**src/tsc_pkg.sv**
```systemverilog
// ----------------------------------------------------------------------------
// Touch swipe classifier package
// Shared widths, screen constants, event kinds and gesture codes.
// ----------------------------------------------------------------------------
package tsc_pkg;

   localparam int TYPE_W      = 5;
   localparam int CODE_W      = 10;
   localparam int RAW_W       = 16;
   localparam int COORD_W     = 10;
   localparam int X_W         = 10;
   localparam int Y_W         = 9;
   localparam int THR_W       = 10;
   localparam int GEST_W      = 3;
   localparam int SPAN_W      = 17;
   localparam int RECIP_W     = 22;
   localparam int RECIP_SHIFT = 16;
   localparam int PROD_W      = RAW_W + COORD_W;
   localparam int TRIAL_W     = COORD_W + 1 + SPAN_W;

   localparam logic [COORD_W-1:0] SCREEN_WIDTH  = 10'd800;
   localparam logic [COORD_W-1:0] SCREEN_HEIGHT = 10'd480;
   localparam logic [SPAN_W-1:0]  RAW_X_SPAN    = 17'd1024;
   localparam logic [SPAN_W-1:0]  RAW_Y_SPAN    = 17'd600;

   localparam logic [RECIP_W-1:0] RECIP_X =
      RECIP_W'((64'(SCREEN_WIDTH) << RECIP_SHIFT) / 64'(RAW_X_SPAN));
   localparam logic [RECIP_W-1:0] RECIP_Y =
      RECIP_W'((64'(SCREEN_HEIGHT) << RECIP_SHIFT) / 64'(RAW_Y_SPAN));

   localparam logic [THR_W-1:0] THRESHOLD_RESET = 10'd50;

   localparam logic [TYPE_W-1:0] EVT_KEY    = 5'd1;
   localparam logic [TYPE_W-1:0] EVT_ABS    = 5'd3;
   localparam logic [CODE_W-1:0] CODE_X     = 10'd0;
   localparam logic [CODE_W-1:0] CODE_Y     = 10'd1;
   localparam logic [CODE_W-1:0] CODE_TOUCH = 10'd330;
   localparam logic [RAW_W-1:0]  BTN_UP     = 16'd0;
   localparam logic [RAW_W-1:0]  BTN_DOWN   = 16'd1;

   typedef enum logic [2:0] {
      KIND_NONE,
      KIND_ABS_X,
      KIND_ABS_Y,
      KIND_DOWN,
      KIND_UP
   } kind_type;

   typedef enum logic [GEST_W-1:0] {
      GEST_UP    = 3'd0,
      GEST_DOWN  = 3'd1,
      GEST_LEFT  = 3'd2,
      GEST_RIGHT = 3'd3,
      GEST_CLICK = 3'd4
   } gesture_type;

   typedef struct packed {
      kind_type             kind;
      logic [COORD_W-1:0]   coord;
   } scaled_type;

endpackage

```
**src/tsc_if.sv**
```systemverilog
// ----------------------------------------------------------------------------
// Touch swipe classifier channels
// Valid/ready interfaces for the event channel and the gesture channel.
// ----------------------------------------------------------------------------
interface tsc_req_if;
   logic                        valid;
   logic                        ready;
   logic [tsc_pkg::TYPE_W-1:0]  event_type;
   logic [tsc_pkg::CODE_W-1:0]  event_code;
   logic [tsc_pkg::RAW_W-1:0]   event_value;

   modport source (output valid, event_type, event_code, event_value, input ready);
   modport sink   (input valid, event_type, event_code, event_value, output ready);
endinterface

interface tsc_rsp_if;
   logic                        valid;
   logic                        ready;
   logic [tsc_pkg::GEST_W-1:0]  gesture;

   modport source (output valid, gesture, input ready);
   modport sink   (input valid, gesture, output ready);
endinterface

```
**src/tsc_scale.sv**
```systemverilog
// ----------------------------------------------------------------------------
// Touch swipe classifier event decode and scaling pipeline
// Registers each event, then scales axis values to screen pixels in two
// stages: a reciprocal estimate, then a one-step correction and saturation.
// ----------------------------------------------------------------------------
module tsc_scale (
   input  logic                clock,
   input  logic                reset,
   tsc_req_if.sink             req_bus,
   output logic                out_valid,
   output tsc_pkg::scaled_type out_item,
   input  logic                out_ready
);

   logic                           s0_valid_ff, s0_valid_in;
   tsc_pkg::kind_type              s0_kind_ff, s0_kind_in;
   logic [tsc_pkg::RAW_W-1:0]      s0_value_ff, s0_value_in;

   logic                           s1_valid_ff, s1_valid_in;
   tsc_pkg::kind_type              s1_kind_ff, s1_kind_in;
   logic                           s1_sat_ff, s1_sat_in;
   logic [tsc_pkg::COORD_W-1:0]    s1_quot_ff, s1_quot_in;
   logic [tsc_pkg::PROD_W-1:0]     s1_prod_ff, s1_prod_in;

   logic                           s2_valid_ff, s2_valid_in;
   tsc_pkg::scaled_type            s2_item_ff, s2_item_in;

   logic                           s0_free, s1_free, s2_free;
   tsc_pkg::kind_type              req_kind;

   logic                                       s1_is_y;
   logic [tsc_pkg::COORD_W-1:0]                s1_screen;
   logic [tsc_pkg::RECIP_W-1:0]                s1_recip;
   logic [tsc_pkg::RAW_W+tsc_pkg::RECIP_W-1:0] s1_est;
   logic [tsc_pkg::RECIP_W-1:0]                s1_qest;

   logic                            s2_is_y;
   logic [tsc_pkg::COORD_W-1:0]     s2_screen;
   logic [tsc_pkg::SPAN_W-1:0]      s2_span;
   logic [tsc_pkg::COORD_W:0]       s2_next;
   logic [tsc_pkg::COORD_W:0]       s2_quot;
   logic [tsc_pkg::TRIAL_W-1:0]     s2_trial;

   assign s2_free       = !s2_valid_ff || out_ready;
   assign s1_free       = !s1_valid_ff || s2_free;
   assign s0_free       = !s0_valid_ff || s1_free;
   assign req_bus.ready = s0_free;
   assign out_valid     = s2_valid_ff;
   assign out_item      = s2_item_ff;

   always_comb begin
      req_kind = tsc_pkg::KIND_NONE;
      if (req_bus.event_type == tsc_pkg::EVT_ABS && req_bus.event_code == tsc_pkg::CODE_X) begin
         req_kind = tsc_pkg::KIND_ABS_X;
      end else if (req_bus.event_type == tsc_pkg::EVT_ABS &&
                   req_bus.event_code == tsc_pkg::CODE_Y) begin
         req_kind = tsc_pkg::KIND_ABS_Y;
      end else if (req_bus.event_type == tsc_pkg::EVT_KEY &&
                   req_bus.event_code == tsc_pkg::CODE_TOUCH) begin
         if (req_bus.event_value == tsc_pkg::BTN_DOWN) begin
            req_kind = tsc_pkg::KIND_DOWN;
         end else if (req_bus.event_value == tsc_pkg::BTN_UP) begin
            req_kind = tsc_pkg::KIND_UP;
         end
      end
   end

   always_comb begin
      s0_valid_in = s0_valid_ff;
      s0_kind_in  = s0_kind_ff;
      s0_value_in = s0_value_ff;
      if (s0_free) begin
         s0_valid_in = req_bus.valid;
         s0_kind_in  = req_kind;
         s0_value_in = req_bus.event_value;
      end
   end

   // Estimate from a truncated reciprocal; it is the true quotient or one less.
   always_comb begin
      s1_is_y    = (s0_kind_ff == tsc_pkg::KIND_ABS_Y);
      s1_screen  = s1_is_y ? tsc_pkg::SCREEN_HEIGHT : tsc_pkg::SCREEN_WIDTH;
      s1_recip   = s1_is_y ? tsc_pkg::RECIP_Y : tsc_pkg::RECIP_X;
      s1_est     = (tsc_pkg::RAW_W + tsc_pkg::RECIP_W)'(s0_value_ff) *
                   (tsc_pkg::RAW_W + tsc_pkg::RECIP_W)'(s1_recip);
      s1_qest    = s1_est[tsc_pkg::RECIP_SHIFT +: tsc_pkg::RECIP_W];
      s1_valid_in = s1_valid_ff;
      s1_kind_in  = s1_kind_ff;
      s1_sat_in   = s1_sat_ff;
      s1_quot_in  = s1_quot_ff;
      s1_prod_in  = s1_prod_ff;
      if (s1_free) begin
         s1_valid_in = s0_valid_ff;
         s1_kind_in  = s0_kind_ff;
         s1_sat_in   = (s1_qest >= tsc_pkg::RECIP_W'(s1_screen));
         s1_quot_in  = s1_sat_in ? s1_screen : s1_qest[tsc_pkg::COORD_W-1:0];
         s1_prod_in  = tsc_pkg::PROD_W'(s0_value_ff) * tsc_pkg::PROD_W'(s1_screen);
      end
   end

   always_comb begin
      s2_is_y     = (s1_kind_ff == tsc_pkg::KIND_ABS_Y);
      s2_screen   = s2_is_y ? tsc_pkg::SCREEN_HEIGHT : tsc_pkg::SCREEN_WIDTH;
      s2_span     = s2_is_y ? tsc_pkg::RAW_Y_SPAN : tsc_pkg::RAW_X_SPAN;
      s2_next     = {1'b0, s1_quot_ff} + (tsc_pkg::COORD_W + 1)'(1);
      s2_trial    = tsc_pkg::TRIAL_W'(s2_next) * tsc_pkg::TRIAL_W'(s2_span);
      s2_quot     = (tsc_pkg::TRIAL_W'(s1_prod_ff) >= s2_trial) ? s2_next
                                                                 : {1'b0, s1_quot_ff};
      s2_valid_in = s2_valid_ff;
      s2_item_in  = s2_item_ff;
      if (s2_free) begin
         s2_valid_in      = s1_valid_ff;
         s2_item_in.kind  = s1_kind_ff;
         if (s1_sat_ff || s2_quot >= (tsc_pkg::COORD_W + 1)'(s2_screen)) begin
            s2_item_in.coord = s2_screen - tsc_pkg::COORD_W'(1);
         end else begin
            s2_item_in.coord = s2_quot[tsc_pkg::COORD_W-1:0];
         end
      end
   end

   always_ff @(posedge clock) begin
      if (reset) begin
         s0_valid_ff <= 1'b0;
         s1_valid_ff <= 1'b0;
         s2_valid_ff <= 1'b0;
      end else begin
         s0_valid_ff <= s0_valid_in;
         s1_valid_ff <= s1_valid_in;
         s2_valid_ff <= s2_valid_in;
      end
   end

   always_ff @(posedge clock) begin
      s0_kind_ff  <= s0_kind_in;
      s0_value_ff <= s0_value_in;
      s1_kind_ff  <= s1_kind_in;
      s1_sat_ff   <= s1_sat_in;
      s1_quot_ff  <= s1_quot_in;
      s1_prod_ff  <= s1_prod_in;
      s2_item_ff  <= s2_item_in;
   end

endmodule

```
**src/tsc_classify.sv**
```systemverilog
// ----------------------------------------------------------------------------
// Touch swipe classifier position state and gesture decision
// Holds the current and start points and the threshold, and registers one
// gesture for every touch-up.
// ----------------------------------------------------------------------------
module tsc_classify (
   input  logic                        clock,
   input  logic                        reset,
   input  logic                        csr_we,
   input  logic [tsc_pkg::THR_W-1:0]   csr_wdata,
   input  logic                        in_valid,
   input  tsc_pkg::scaled_type         in_item,
   output logic                        in_ready,
   tsc_rsp_if.source                   rsp_bus
);

   logic [tsc_pkg::THR_W-1:0]   thr_ff, thr_in;
   logic [tsc_pkg::X_W-1:0]     cur_x_ff, cur_x_in;
   logic [tsc_pkg::Y_W-1:0]     cur_y_ff, cur_y_in;
   logic [tsc_pkg::X_W-1:0]     start_x_ff, start_x_in;
   logic [tsc_pkg::Y_W-1:0]     start_y_ff, start_y_in;
   logic                        rsp_valid_ff, rsp_valid_in;
   tsc_pkg::gesture_type        gesture_ff, gesture_in;

   logic                        out_free;
   logic                        take;
   logic [tsc_pkg::X_W-1:0]     dx;
   logic [tsc_pkg::Y_W-1:0]     dy;
   tsc_pkg::gesture_type        decision;

   assign out_free        = !rsp_valid_ff || rsp_bus.ready;
   assign in_ready        = (in_item.kind != tsc_pkg::KIND_UP) || out_free;
   assign take            = in_valid && in_ready;
   assign rsp_bus.valid   = rsp_valid_ff;
   assign rsp_bus.gesture = gesture_ff;

   always_comb begin
      dx = (cur_x_ff >= start_x_ff) ? cur_x_ff - start_x_ff : start_x_ff - cur_x_ff;
      dy = (cur_y_ff >= start_y_ff) ? cur_y_ff - start_y_ff : start_y_ff - cur_y_ff;
      if (dx > thr_ff || tsc_pkg::THR_W'(dy) > thr_ff) begin
         if (dx > tsc_pkg::X_W'(dy)) begin
            decision = (cur_x_ff > start_x_ff) ? tsc_pkg::GEST_RIGHT : tsc_pkg::GEST_LEFT;
         end else begin
            decision = (cur_y_ff > start_y_ff) ? tsc_pkg::GEST_DOWN : tsc_pkg::GEST_UP;
         end
      end else begin
         decision = tsc_pkg::GEST_CLICK;
      end
   end

   always_comb begin
      thr_in       = csr_we ? csr_wdata : thr_ff;
      cur_x_in     = cur_x_ff;
      cur_y_in     = cur_y_ff;
      start_x_in   = start_x_ff;
      start_y_in   = start_y_ff;
      rsp_valid_in = rsp_valid_ff && !rsp_bus.ready;
      gesture_in   = gesture_ff;
      if (take) begin
         case (in_item.kind)
            tsc_pkg::KIND_ABS_X: begin
               cur_x_in = in_item.coord[tsc_pkg::X_W-1:0];
            end
            tsc_pkg::KIND_ABS_Y: begin
               cur_y_in = in_item.coord[tsc_pkg::Y_W-1:0];
            end
            tsc_pkg::KIND_DOWN: begin
               start_x_in = cur_x_ff;
               start_y_in = cur_y_ff;
            end
            tsc_pkg::KIND_UP: begin
               rsp_valid_in = 1'b1;
               gesture_in   = decision;
            end
            default: begin
            end
         endcase
      end
   end

   always_ff @(posedge clock) begin
      if (reset) begin
         thr_ff       <= tsc_pkg::THRESHOLD_RESET;
         cur_x_ff     <= '0;
         cur_y_ff     <= '0;
         start_x_ff   <= '0;
         start_y_ff   <= '0;
         rsp_valid_ff <= 1'b0;
      end else begin
         thr_ff       <= thr_in;
         cur_x_ff     <= cur_x_in;
         cur_y_ff     <= cur_y_in;
         start_x_ff   <= start_x_in;
         start_y_ff   <= start_y_in;
         rsp_valid_ff <= rsp_valid_in;
      end
   end

   always_ff @(posedge clock) begin
      gesture_ff <= gesture_in;
   end

endmodule

```
**src/touch_swipe_classifier_unit.sv**
```systemverilog
// ----------------------------------------------------------------------------
// Touch swipe classifier
// Turns a stream of touch-panel events into up, down, left, right or click.
//
// The req_bus channel takes one event per transaction: type, code and value.
// Absolute X and Y events are scaled to screen pixels and stored, touch-down
// latches the start point, and touch-up produces one gesture transaction on
// rsp_bus. All other events are absorbed without a result.
// The csr port writes the swipe threshold in pixels; write it only while no
// event is in flight.
// A touch-up event passes an input register, a reciprocal-multiply stage, a
// correction stage, and then the output register before its gesture is
// presented. One event is accepted every cycle while nothing stalls.
// When the receiver stalls, the gesture waits in the output register while
// events that produce no result keep flowing; a second touch-up waits in the
// correction stage, and req_bus.ready drops once the stages ahead are full.
// Reset empties the pipeline, clears all stored points to zero and sets the
// threshold to 50.
// ----------------------------------------------------------------------------
module touch_swipe_classifier_unit (
   input  logic                        clock,
   input  logic                        reset,
   tsc_req_if.sink                     req_bus,
   tsc_rsp_if.source                   rsp_bus,
   input  logic                        csr_we,
   input  logic [tsc_pkg::THR_W-1:0]   csr_wdata
);

   logic                 scaled_valid;
   logic                 scaled_ready;
   tsc_pkg::scaled_type  scaled_item;

   tsc_scale u_scale (
      .clock     (clock),
      .reset     (reset),
      .req_bus   (req_bus),
      .out_valid (scaled_valid),
      .out_item  (scaled_item),
      .out_ready (scaled_ready)
   );

   tsc_classify u_classify (
      .clock     (clock),
      .reset     (reset),
      .csr_we    (csr_we),
      .csr_wdata (csr_wdata),
      .in_valid  (scaled_valid),
      .in_item   (scaled_item),
      .in_ready  (scaled_ready),
      .rsp_bus   (rsp_bus)
   );

`ifndef SYNTHESIS
   a_ready_after_reset: assert property (@(posedge clock)
      reset |=> req_bus.ready)
      else $error("Event channel not ready after reset.");

   a_x_on_screen: assert property (@(posedge clock) disable iff (reset)
      (scaled_valid && scaled_item.kind == tsc_pkg::KIND_ABS_X)
         |-> (scaled_item.coord < tsc_pkg::SCREEN_WIDTH))
      else $error("Scaled X coordinate beyond the screen.");

   a_y_on_screen: assert property (@(posedge clock) disable iff (reset)
      (scaled_valid && scaled_item.kind == tsc_pkg::KIND_ABS_Y)
         |-> (scaled_item.coord < tsc_pkg::SCREEN_HEIGHT))
      else $error("Scaled Y coordinate beyond the screen.");

   a_gesture_code: assert property (@(posedge clock) disable iff (reset)
      rsp_bus.valid |-> (rsp_bus.gesture <= tsc_pkg::GEST_CLICK))
      else $error("Gesture transaction carries an undefined code.");
`endif

endmodule
```
**src/flat_wrapper.sv**
```systemverilog
// flat-port wrapper written by rule: the top's interface ports become plain ports
module touch_swipe_classifier_unit_flat 
  (clock, reset, csr_we, csr_wdata, req_bus_valid, req_bus_event_type, req_bus_event_code, req_bus_event_value, req_bus_ready, rsp_bus_valid, rsp_bus_gesture, rsp_bus_ready);
  tsc_req_if req_bus_i ();
  tsc_rsp_if rsp_bus_i ();
  input  logic clock;
  input  logic reset;
  input  logic csr_we;
  input  logic [tsc_pkg::THR_W-1:0] csr_wdata;
  input wire logic [$bits(req_bus_i.valid)-1:0] req_bus_valid;
  input wire logic [$bits(req_bus_i.event_type)-1:0] req_bus_event_type;
  input wire logic [$bits(req_bus_i.event_code)-1:0] req_bus_event_code;
  input wire logic [$bits(req_bus_i.event_value)-1:0] req_bus_event_value;
  output wire logic [$bits(req_bus_i.ready)-1:0] req_bus_ready;
  output wire logic [$bits(rsp_bus_i.valid)-1:0] rsp_bus_valid;
  output wire logic [$bits(rsp_bus_i.gesture)-1:0] rsp_bus_gesture;
  input wire logic [$bits(rsp_bus_i.ready)-1:0] rsp_bus_ready;
  assign req_bus_i.valid = req_bus_valid;
  assign req_bus_i.event_type = req_bus_event_type;
  assign req_bus_i.event_code = req_bus_event_code;
  assign req_bus_i.event_value = req_bus_event_value;
  assign req_bus_ready = req_bus_i.ready;
  assign rsp_bus_valid = rsp_bus_i.valid;
  assign rsp_bus_gesture = rsp_bus_i.gesture;
  assign rsp_bus_i.ready = rsp_bus_ready;
  touch_swipe_classifier_unit u_core (.clock(clock), .reset(reset), .req_bus(req_bus_i), .rsp_bus(rsp_bus_i), .csr_we(csr_we), .csr_wdata(csr_wdata));
endmodule
```
**config.mk**
```make
export PLATFORM = sky130hd
export DESIGN_NAME = touch_swipe_classifier_unit_flat
export DESIGN_NICKNAME = d
export VERILOG_FILES = /design/src/tsc_pkg.sv /design/src/tsc_if.sv /design/src/tsc_scale.sv /design/src/tsc_classify.sv /design/src/touch_swipe_classifier_unit.sv /design/src/flat_wrapper.sv
export SDC_FILE = /design/constraint.sdc
export NUM_CORES = 1
export LEC_CHECK = 0
export BUFFER_PORTS_ARGS = -buffer_cell sky130_fd_sc_hd__buf_2
export CORE_ASPECT_RATIO = 0.9
export CORE_UTILIZATION = 65
export CTS_CLUSTER_DIAMETER = 80
export DETAILED_ROUTE_END_ITERATION = 6
export PLACE_DENSITY = 0.83
export SETUP_SLACK_MARGIN = 0.5
export SYNTH_ARGS = -nofsm -noshare
export SYNTH_HDL_FRONTEND = slang
export SYNTH_SLANG_ARGS = --single-unit
export TNS_END_PERCENT = 5
```
**constraint.sdc**
```tcl
create_clock -name clock -period 11.15 [get_ports clock]
set_input_delay 3.345 -clock clock [delete_from_list [all_inputs] [get_ports clock]]
set_output_delay 3.345 -clock clock [all_outputs]
set_load 0.02 [all_outputs]
```
==> summary.txt, run 1 <==
Fill cells - 1,730
initial DRC count - 805
Hold Crit Start - u_core.u_scale.s1_kind_ff[2]$_DFFE_PP_
Net Sw Power - 0.693 mW
hold depth - 0
Vias - 12,000
simple-gate share of the synthesized area - 11.0%
wire per inst - 17.6 um
worst reg2reg endpoint - u_core.u_scale.out_item[6]$_DFFE_PP_
library cells used by synthesis - 72
Comb power frac - 39.2%
most used cell, CP - ha_1
ys async rst share - 0%
final setup fails - 0
total die area - 0.0256 sq mm
initial antenna violation count - 0
share of cells above drive strength 1 - 6.93%
sequential element share of the synthesized area - 19.3%
reg2reg path depth - 35
critical path class - reg2reg
largest family of logic cells by synthesized area - adder cells
vias per cell - 5.85
Worst R2R Setup Slack - 1.89 ns
Synth Flop Type - edfxtp_1
relative slew slack - 37.9%
HP Class - reg2reg
CTS tree - built
Synth Area per Inst - 9.80 sq um
Clk Latency, worst-skew pair - 0.43 ns
Placer Congestion - 0.916
FP Rows - 54
CTS buffer count - 17
H-tree depth - 4
Critical Path AT - 9.44 ns
input/output buffers - 50
synthesis-to-finish area growth - 7.39%
Post-Synth Adder-Cell Area - 46.3%
launch point of the worst reg-to-reg path - u_core.u_scale.s1_quot_ff[0]$_SDFFCE_PP0P_
Core Box Area - 0.0244 sq mm
clk sink count - 122
Final Util - 71.5%
Final Hold Fails - 0
Reg power frac - 30.4%
largest stage delay on the critical path - 0.53 ns
DRC viols - 0
Hold EP - u_core.u_scale.out_item[12]$_DFFE_PP_
skew final - 0.0108 ns
Required @ worst endpoint - 11.32 ns
cell taking the most area after synthesis - ha_1
Final Instance Area - 0.0174 sq mm
initial core utilization - 66.6%
Ports - 51
post-synthesis xor/xnor area fraction - 4.10%
switching portion of total power - 37.7%
max-cap check violation count - 0
number of enable flip-flop cells after synthesis - 70
clock period minus worst slack - 9.26 ns
slowest stage cell, crit path - edfxtp_1
setup TNS - 0 ns
PostCTS Resize Cnt - 0
overall routing resource usage - 29.5%
post-placement cell area - 0.0168 sq mm
PD cells - 105 mW/mm^2
power share of the clock group - 30.4%
Post-CTS Setup Bufs - 0
period utilization - 83.1%
Syn Inst Count - 1,657
largest net degree at the start of global routing - 51
Slew @ Worst Pin - 0.931 ns
Power Internal - 1.15 mW
Max Buffers Root-to-Sink - 2
Die Y - 152 um
Yosys warnings - 0
post-synthesis mux area share - 2.13%
gr ovfl total - 0
post-synth top area share - 29.5%
nets@finish - 2,268
Lkg Pwr - 8.92 nW
Final Slew Violations - 0
Achievable Freq - 108 MHz
RSZ-0062 raised after global routing - no
antenna-violating nets left - 0
Post-Route WL - 36.1 mm
crit path max fanout - 13
Die Wd - 169 um
drt first pass iters - 6
vias in the first global route - 12,600
Peak supply drop - 95.8 uV
global-route wire length before repair - 60.3 mm
status - complete, no violations
Syn Std Cell Area - 0.0162 sq mm
number of synthesized register bits - 122
main area contributors after synthesis - ha_1, fa_1, edfxtp_1, dfxtp_1, inv_1
DP Wirelength - 29.2 mm
WHS - 0.451 ns
crit start category - register
area fraction in compound gates after synthesis - 10.7%
hold buffers post-CTS - 0
Clock Pin Slew Worst Setup and Hold Paths - 0.06 ns
root buffer cell - clkbuf_16
Setup crit end kind - register
==> cell type report <==
type	count	area (sq um)	area share, %
multi-input combinational	1262	12100	69.2
clock inverter	15	169	0.968
sequential	122	3140	18.0
antenna	1	2.50	0.0143
clock buffer	17	425	2.44
inverter	244	916	5.25
tap	336	420	2.41
timing repair buffer	56	295	1.69
==> power by group through the flow <==
stage	Sequential [mW]	Combinational [mW]	Clock [mW]
2_1_floorplan	0.553	0.554	0
3_3_place_gp	0.567	0.670	0
3_5_place_dp	0.567	0.700	0
4_1_cts	0.558	0.718	0.561
5_1_grt	0.564	0.815	0.578
6_report	0.559	0.722	0.558
==> sequential cells by signal (all words and copies together), names as in the netlist, 3 cells and up <==
signal	flops
u_core.u_classify.start_y_ff	9
u_core.u_scale.s0_kind_ff	3
u_core.u_scale.out_item	13
u_core.u_classify.cur_y_ff	9
u_core.u_classify.cur_x_ff	10
u_core.u_scale.s1_kind_ff	3
u_core.u_classify.rsp_bus.gesture	3
u_core.u_scale.s0_value_ff	16
u_core.u_scale.s1_quot_ff	10
u_core.u_scale.s1_prod_ff	21
u_core.u_classify.thr_ff	10
u_core.u_classify.start_x_ff	10
==> synth_stat cells, drive strengths merged, types with 8 or more instances <==
cell    number
nor2b       26
xnor2       49
nand2      142
fa         136
mux2i       21
a31oi        8
dfxtp       52
and2        22
o21a         8
inv        244
edfxtp      70
and3        11
o211ai      13
mux2        10
nand3       26
a21o        31
o21ai       38
a211oi      12
nand4       13
clkbuf      29
nor3        13
xor2        27
ha         383
nand2b       9
nor2        66
a21oi      111
==> kinds of logic (layout without fill, tap and decap cells) <==
group	count (synthesis)	count (layout)
fa+ha+maj	519	519
other cells	2	7
flops	122	122
simple gates	367	367
mux	31	31
buf+inv	277	332
xor+xnor	76	76
compound gates	263	263
==> metal layers <==
layer  vias up  track usage, %  share of wire (%)
li1       5777               -                  -
met5         -               0                  0
met2       358            51.3                 49
met4         0            9.05                2.2
met1      5805            38.2                 44
met3        62            3.75                5.1
==> per-stage QoR <==
| step | instances | worst slack, ns | power, mW |
|---|---|---|---|
| final | 2053 | 1.89 | 1.84 |
| after global routing | 2052 | 1.24 | 1.96 |
| after CTS | 2052 | 1.99 | 1.84 |
| after detailed placement | 2020 | 2.04 | 1.27 |
| after global placement | 2020 | 2.51 | 1.24 |
| after floorplan | 1661 | 3.01 | 1.11 |
==> cells in the final DEF, fill, tap and decap left out, types with 26 or more instances in the layout <==
master,netlist,layout
o21ai_0,32,32
nor2_1,66,66
fa_1,136,136
buf_2,1,50
a21o_1,31,31
dfxtp_1,52,52
xor2_1,27,27
edfxtp_1,70,70
nand2_1,141,141
inv_1,244,244
xnor2_1,49,49
ha_1,383,383
nand3_1,26,26
a21oi_1,111,111
nor2b_1,26,26
==> how the worst max path moves through the flow <==
| stage | from | to | slack [ns] | cells after the start |
|---|---|---|---|---|
| after floorplan | u_core.u_scale.s1_quot_ff[0]$_SDFFCE_PP0P_ | u_core.u_scale.out_item[6]$_DFFE_PP_ | 3.01 | 37 |
| after global placement | u_core.u_scale.s1_quot_ff[0]$_SDFFCE_PP0P_ | u_core.u_scale.out_item[6]$_DFFE_PP_ | 2.51 | 34 |
| after detailed placement | u_core.u_scale.s1_quot_ff[0]$_SDFFCE_PP0P_ | u_core.u_scale.out_item[9]$_DFFE_PP_ | 2.04 | 35 |
| after CTS | u_core.u_scale.s1_quot_ff[0]$_SDFFCE_PP0P_ | u_core.u_scale.out_item[6]$_DFFE_PP_ | 1.99 | 35 |
| after global routing | u_core.u_scale.s1_quot_ff[0]$_SDFFCE_PP0P_ | u_core.u_scale.out_item[6]$_DFFE_PP_ | 1.24 | 35 |
| final | u_core.u_scale.s1_quot_ff[0]$_SDFFCE_PP0P_ | u_core.u_scale.out_item[6]$_DFFE_PP_ | 1.89 | 35 |
==> critical path, delay by kind of cell (launching register included) <==
family	cells	cell delay, ns
buffers and inverters	2	0.10
multiplexers	2	0.40
adder cells (fa/ha/maj)	8	2.80
flip-flops	1	0.53
XOR/XNOR	3	0.48
AND/OR/NAND/NOR	8	1.72
AO/OA/AOI/OAI	12	2.97
(Power assumes the default switching activity.)
==> inputs of run 2 (changes only) <==
--- a/config.mk
+++ b/config.mk
@@ -7,10 +7,10 @@
 export LEC_CHECK = 0
 export BUFFER_PORTS_ARGS = -buffer_cell sky130_fd_sc_hd__buf_2
 export CORE_ASPECT_RATIO = 0.9
-export CORE_UTILIZATION = 65
+export CORE_UTILIZATION = 59
 export CTS_CLUSTER_DIAMETER = 80
 export DETAILED_ROUTE_END_ITERATION = 6
-export PLACE_DENSITY = 0.83
+export PLACE_DENSITY = 0.79
 export SETUP_SLACK_MARGIN = 0.5
 export SYNTH_ARGS = -nofsm -noshare
 export SYNTH_HDL_FRONTEND = slang
==> constraint.sdc (replaced) <==
create_clock -name clock -period 8.52 [get_ports clock]
set_input_delay 2.556 -clock clock [delete_from_list [all_inputs] [get_ports clock]]
set_output_delay 2.556 -clock clock [all_outputs]
set_load 0.02 [all_outputs]
==> run 2 against run 1 <==
Effect of this change: global-route usage is 2.5 points lower; critical path depth is 3 lower; hold slack better by 0.0070 ns; sequential power is 31% higher; maximum frequency is 15% higher; critical path type unchanged; wire length is 9.6% higher; largest power group unchanged; setup slack worse by 1.4 ns; utilization is 3.2 points lower; clock-buffer cell count is 6 higher; total power is 38% higher; sequential cell count stayed put.
==> summary.txt, run 2 (synthesized netlist as in run 1, its figures left out) <==
status - complete, no violations
initial DRC count - 931 (+16%)
PD cells - 138 mW/mm^2 (+31%)
clk sink count - 122 (unchanged)
input/output buffers - 50 (unchanged)
initial core utilization - 60.1% (-6.5 points)
largest stage delay on the critical path - 0.56 ns (+0.03 ns)
max-cap check violation count - 0 (unchanged)
total die area - 0.0282 sq mm (+10%)
Placer Congestion - 0.952 (+4.0%)
Post-Route WL - 39.5 mm (+9.6%)
Required @ worst endpoint - 8.70 ns (-2.62 ns)
final std cells w/o fill - 2,124 (+3.5%)
gr ovfl total - 0 (unchanged)
overall routing resource usage - 27.0% (-2.5 points)
root buffer cell - clkbuf_16
crit path max fanout - 4 (-9)
relative slew slack - 37.9% (about the same)
Die Wd - 177 um (+4.9%)
H-tree depth - 4 (unchanged)
CTS tree - built
most used cell, CP - ha_1
Vias - 12,500 (+4.3%)
FP Rows - 57 (+5.6%)
final worst slack - 0.454 ns (-1.43 ns)
Slew @ Worst Pin - 0.931 ns (+0.000499 ns)
Core Box Area - 0.0270 sq mm (+11%)
Clk Latency, worst-skew pair - 0.43 ns (about the same)
crit start category - register
CTS buffer count - 17 (unchanged)
largest net degree at the start of global routing - 51 (unchanged)
drt first pass iters - 5 (-1)
Peak supply drop - 139 uV (+45%)
period utilization - 94.7% (+12 points)
clock period minus worst slack - 8.07 ns (-1.20 ns)
RSZ-0062 raised after global routing - yes
Final Slew Violations - 0 (unchanged)
Lkg Pwr - 9.24 nW (+3.6%)
DRC viols - 0 (unchanged)
most common cell after layout, fill and taps aside - ha_1
WHS - 0.458 ns (+0.00700 ns)
Ports - 51 (unchanged)
register area - 0.00314 sq mm (unchanged)
max reg flops - 21 (unchanged)
DP Wirelength - 29.1 mm (-0.30%)
area used by multi-input combinational logic - 0.0126 sq mm (+4.1%)
share of cells above drive strength 1 - 13.3% (+6.3 points)
dpl cells - 2,051 (+1.5%)
initial antenna violation count - 0 (unchanged)
nets@finish - 2,322 (+2.4%)
Setup crit end kind - register
Max Buffers Root-to-Sink - 2 (unchanged)
Achievable Freq - 124 MHz (+15%)
final setup fails - 0 (unchanged)
vias per cell - 5.89 (+0.77%)
Fill cells - 1,927 (+11%)
antenna-violating nets left - 0 (unchanged)
wire per inst - 18.6 um (+5.9%)
global-route wire length before repair - 60.6 mm (+0.50%)
skew final - 0.0190 ns (+0.00818 ns)
Final Hold Fails - 0 (unchanged)
Critical Path AT - 8.25 ns (-1.19 ns)
Clock Pin Slew Worst Setup and Hold Paths - 0.07 ns (about the same)
synthesis-to-finish area growth - 13.6%
most frequent cells in the layout - ha_1, inv_1, nand2_1, fa_1, a21oi_1
vias in the first global route - 12,600 (+0.37%)
antenna cells - 0 (-1)
critical path class - reg2reg
most flop-heavy register - u_core.u_scale.s1_prod_ff
slowest stage cell, crit path - a211oi_1
HP Class - reg2reg
Die Y - 159 um (+4.9%)
Setup WS pre-CTS - -0.0824 ns (-2.13 ns)
-- run 2: final cells by class --
| type | count | area share [%] |
|---|---|---|
| inverter | 244 | 5.00 |
| sequential | 122 | 17.0 |
| clock buffer | 23 | 2.89 |
| tap | 354 | 2.40 |
| timing repair buffer | 110 | 3.97 |
| multi-input combinational | 1262 | 68.1 |
| clock inverter | 9 | 0.637 |
-- run 2: path summary, 6_finish.rpt --
path                                                start                                           end  slack (ns)  cells past startpoint
max            u_core.u_scale.s1_quot_ff[0]$_SDFFCE_PP0P_          u_core.u_scale.out_item[9]$_DFFE_PP_        0.45                     32
min          u_core.u_classify.start_x_ff[9]$_SDFFE_PP0P_  u_core.u_classify.start_x_ff[9]$_SDFFE_PP0P_        0.46                      2
max reg2reg    u_core.u_scale.s1_quot_ff[0]$_SDFFCE_PP0P_          u_core.u_scale.out_item[9]$_DFFE_PP_        0.45                     32
min reg2reg  u_core.u_classify.start_x_ff[9]$_SDFFE_PP0P_  u_core.u_classify.start_x_ff[9]$_SDFFE_PP0P_        0.46                      2
-- run 2: metal layers --
layer	share of wire [%]	up-vias	GRT usage [%]
met5	0	-	0
met4	3.6	0	9.95
met3	4.8	108	3.27
met2	50	427	46.5
met1	42	6103	34.6
li1	-	5875	-
-- run 2: stage by stage --
stage / setup TNS, ns / utilization (%) / instance area [sq um] / total power [mW]
floorplan: 0 / - / 16300 / 1.45
global placement: 0 / 62.8 / 17000 / 1.62
detailed placement: -0.271 / 62.8 / 17000 / 1.66
CTS: 0 / 66.0 / 17800 / 2.49
global route: 0 / 68.3 / 18500 / 2.69
finish: 0 / 68.3 / 18500 / 2.54
-- run 2: worst max-delay path, delay by kind of cell (launching register included) --
family | cells | cell delay (ns)
DFF | 1 | 0.49
muxes | 2 | 0.43
and+or+nand+nor | 7 | 1.18
buffers and inverters | 3 | 0.38
adders and majority gates | 9 | 2.73
xor gates and xnor gates | 3 | 0.57
AOI/OAI and AO/OA | 8 | 2.03
-- run 2: power by group --
| group | internal, mW | leakage (nW) | total (mW) | switching, mW |
|---|---|---|---|---|
| clock | 0.506 | 0.316 | 0.805 | 0.299 |
| combinational | 0.447 | 7.76 | 1.00 | 0.557 |
| sequential | 0.692 | 1.16 | 0.735 | 0.0433 |
-- run 2: repair_timing --
| item | in CTS | in global routing |
|---|---|---|
| pin swaps | 15 | 47 |
| hold buffers | 0 | 0 |
| gates resized for setup | 29 | 60 |
| setup buffers | 11 | 30 |
| setup endpoints to repair | 12 | 20 |
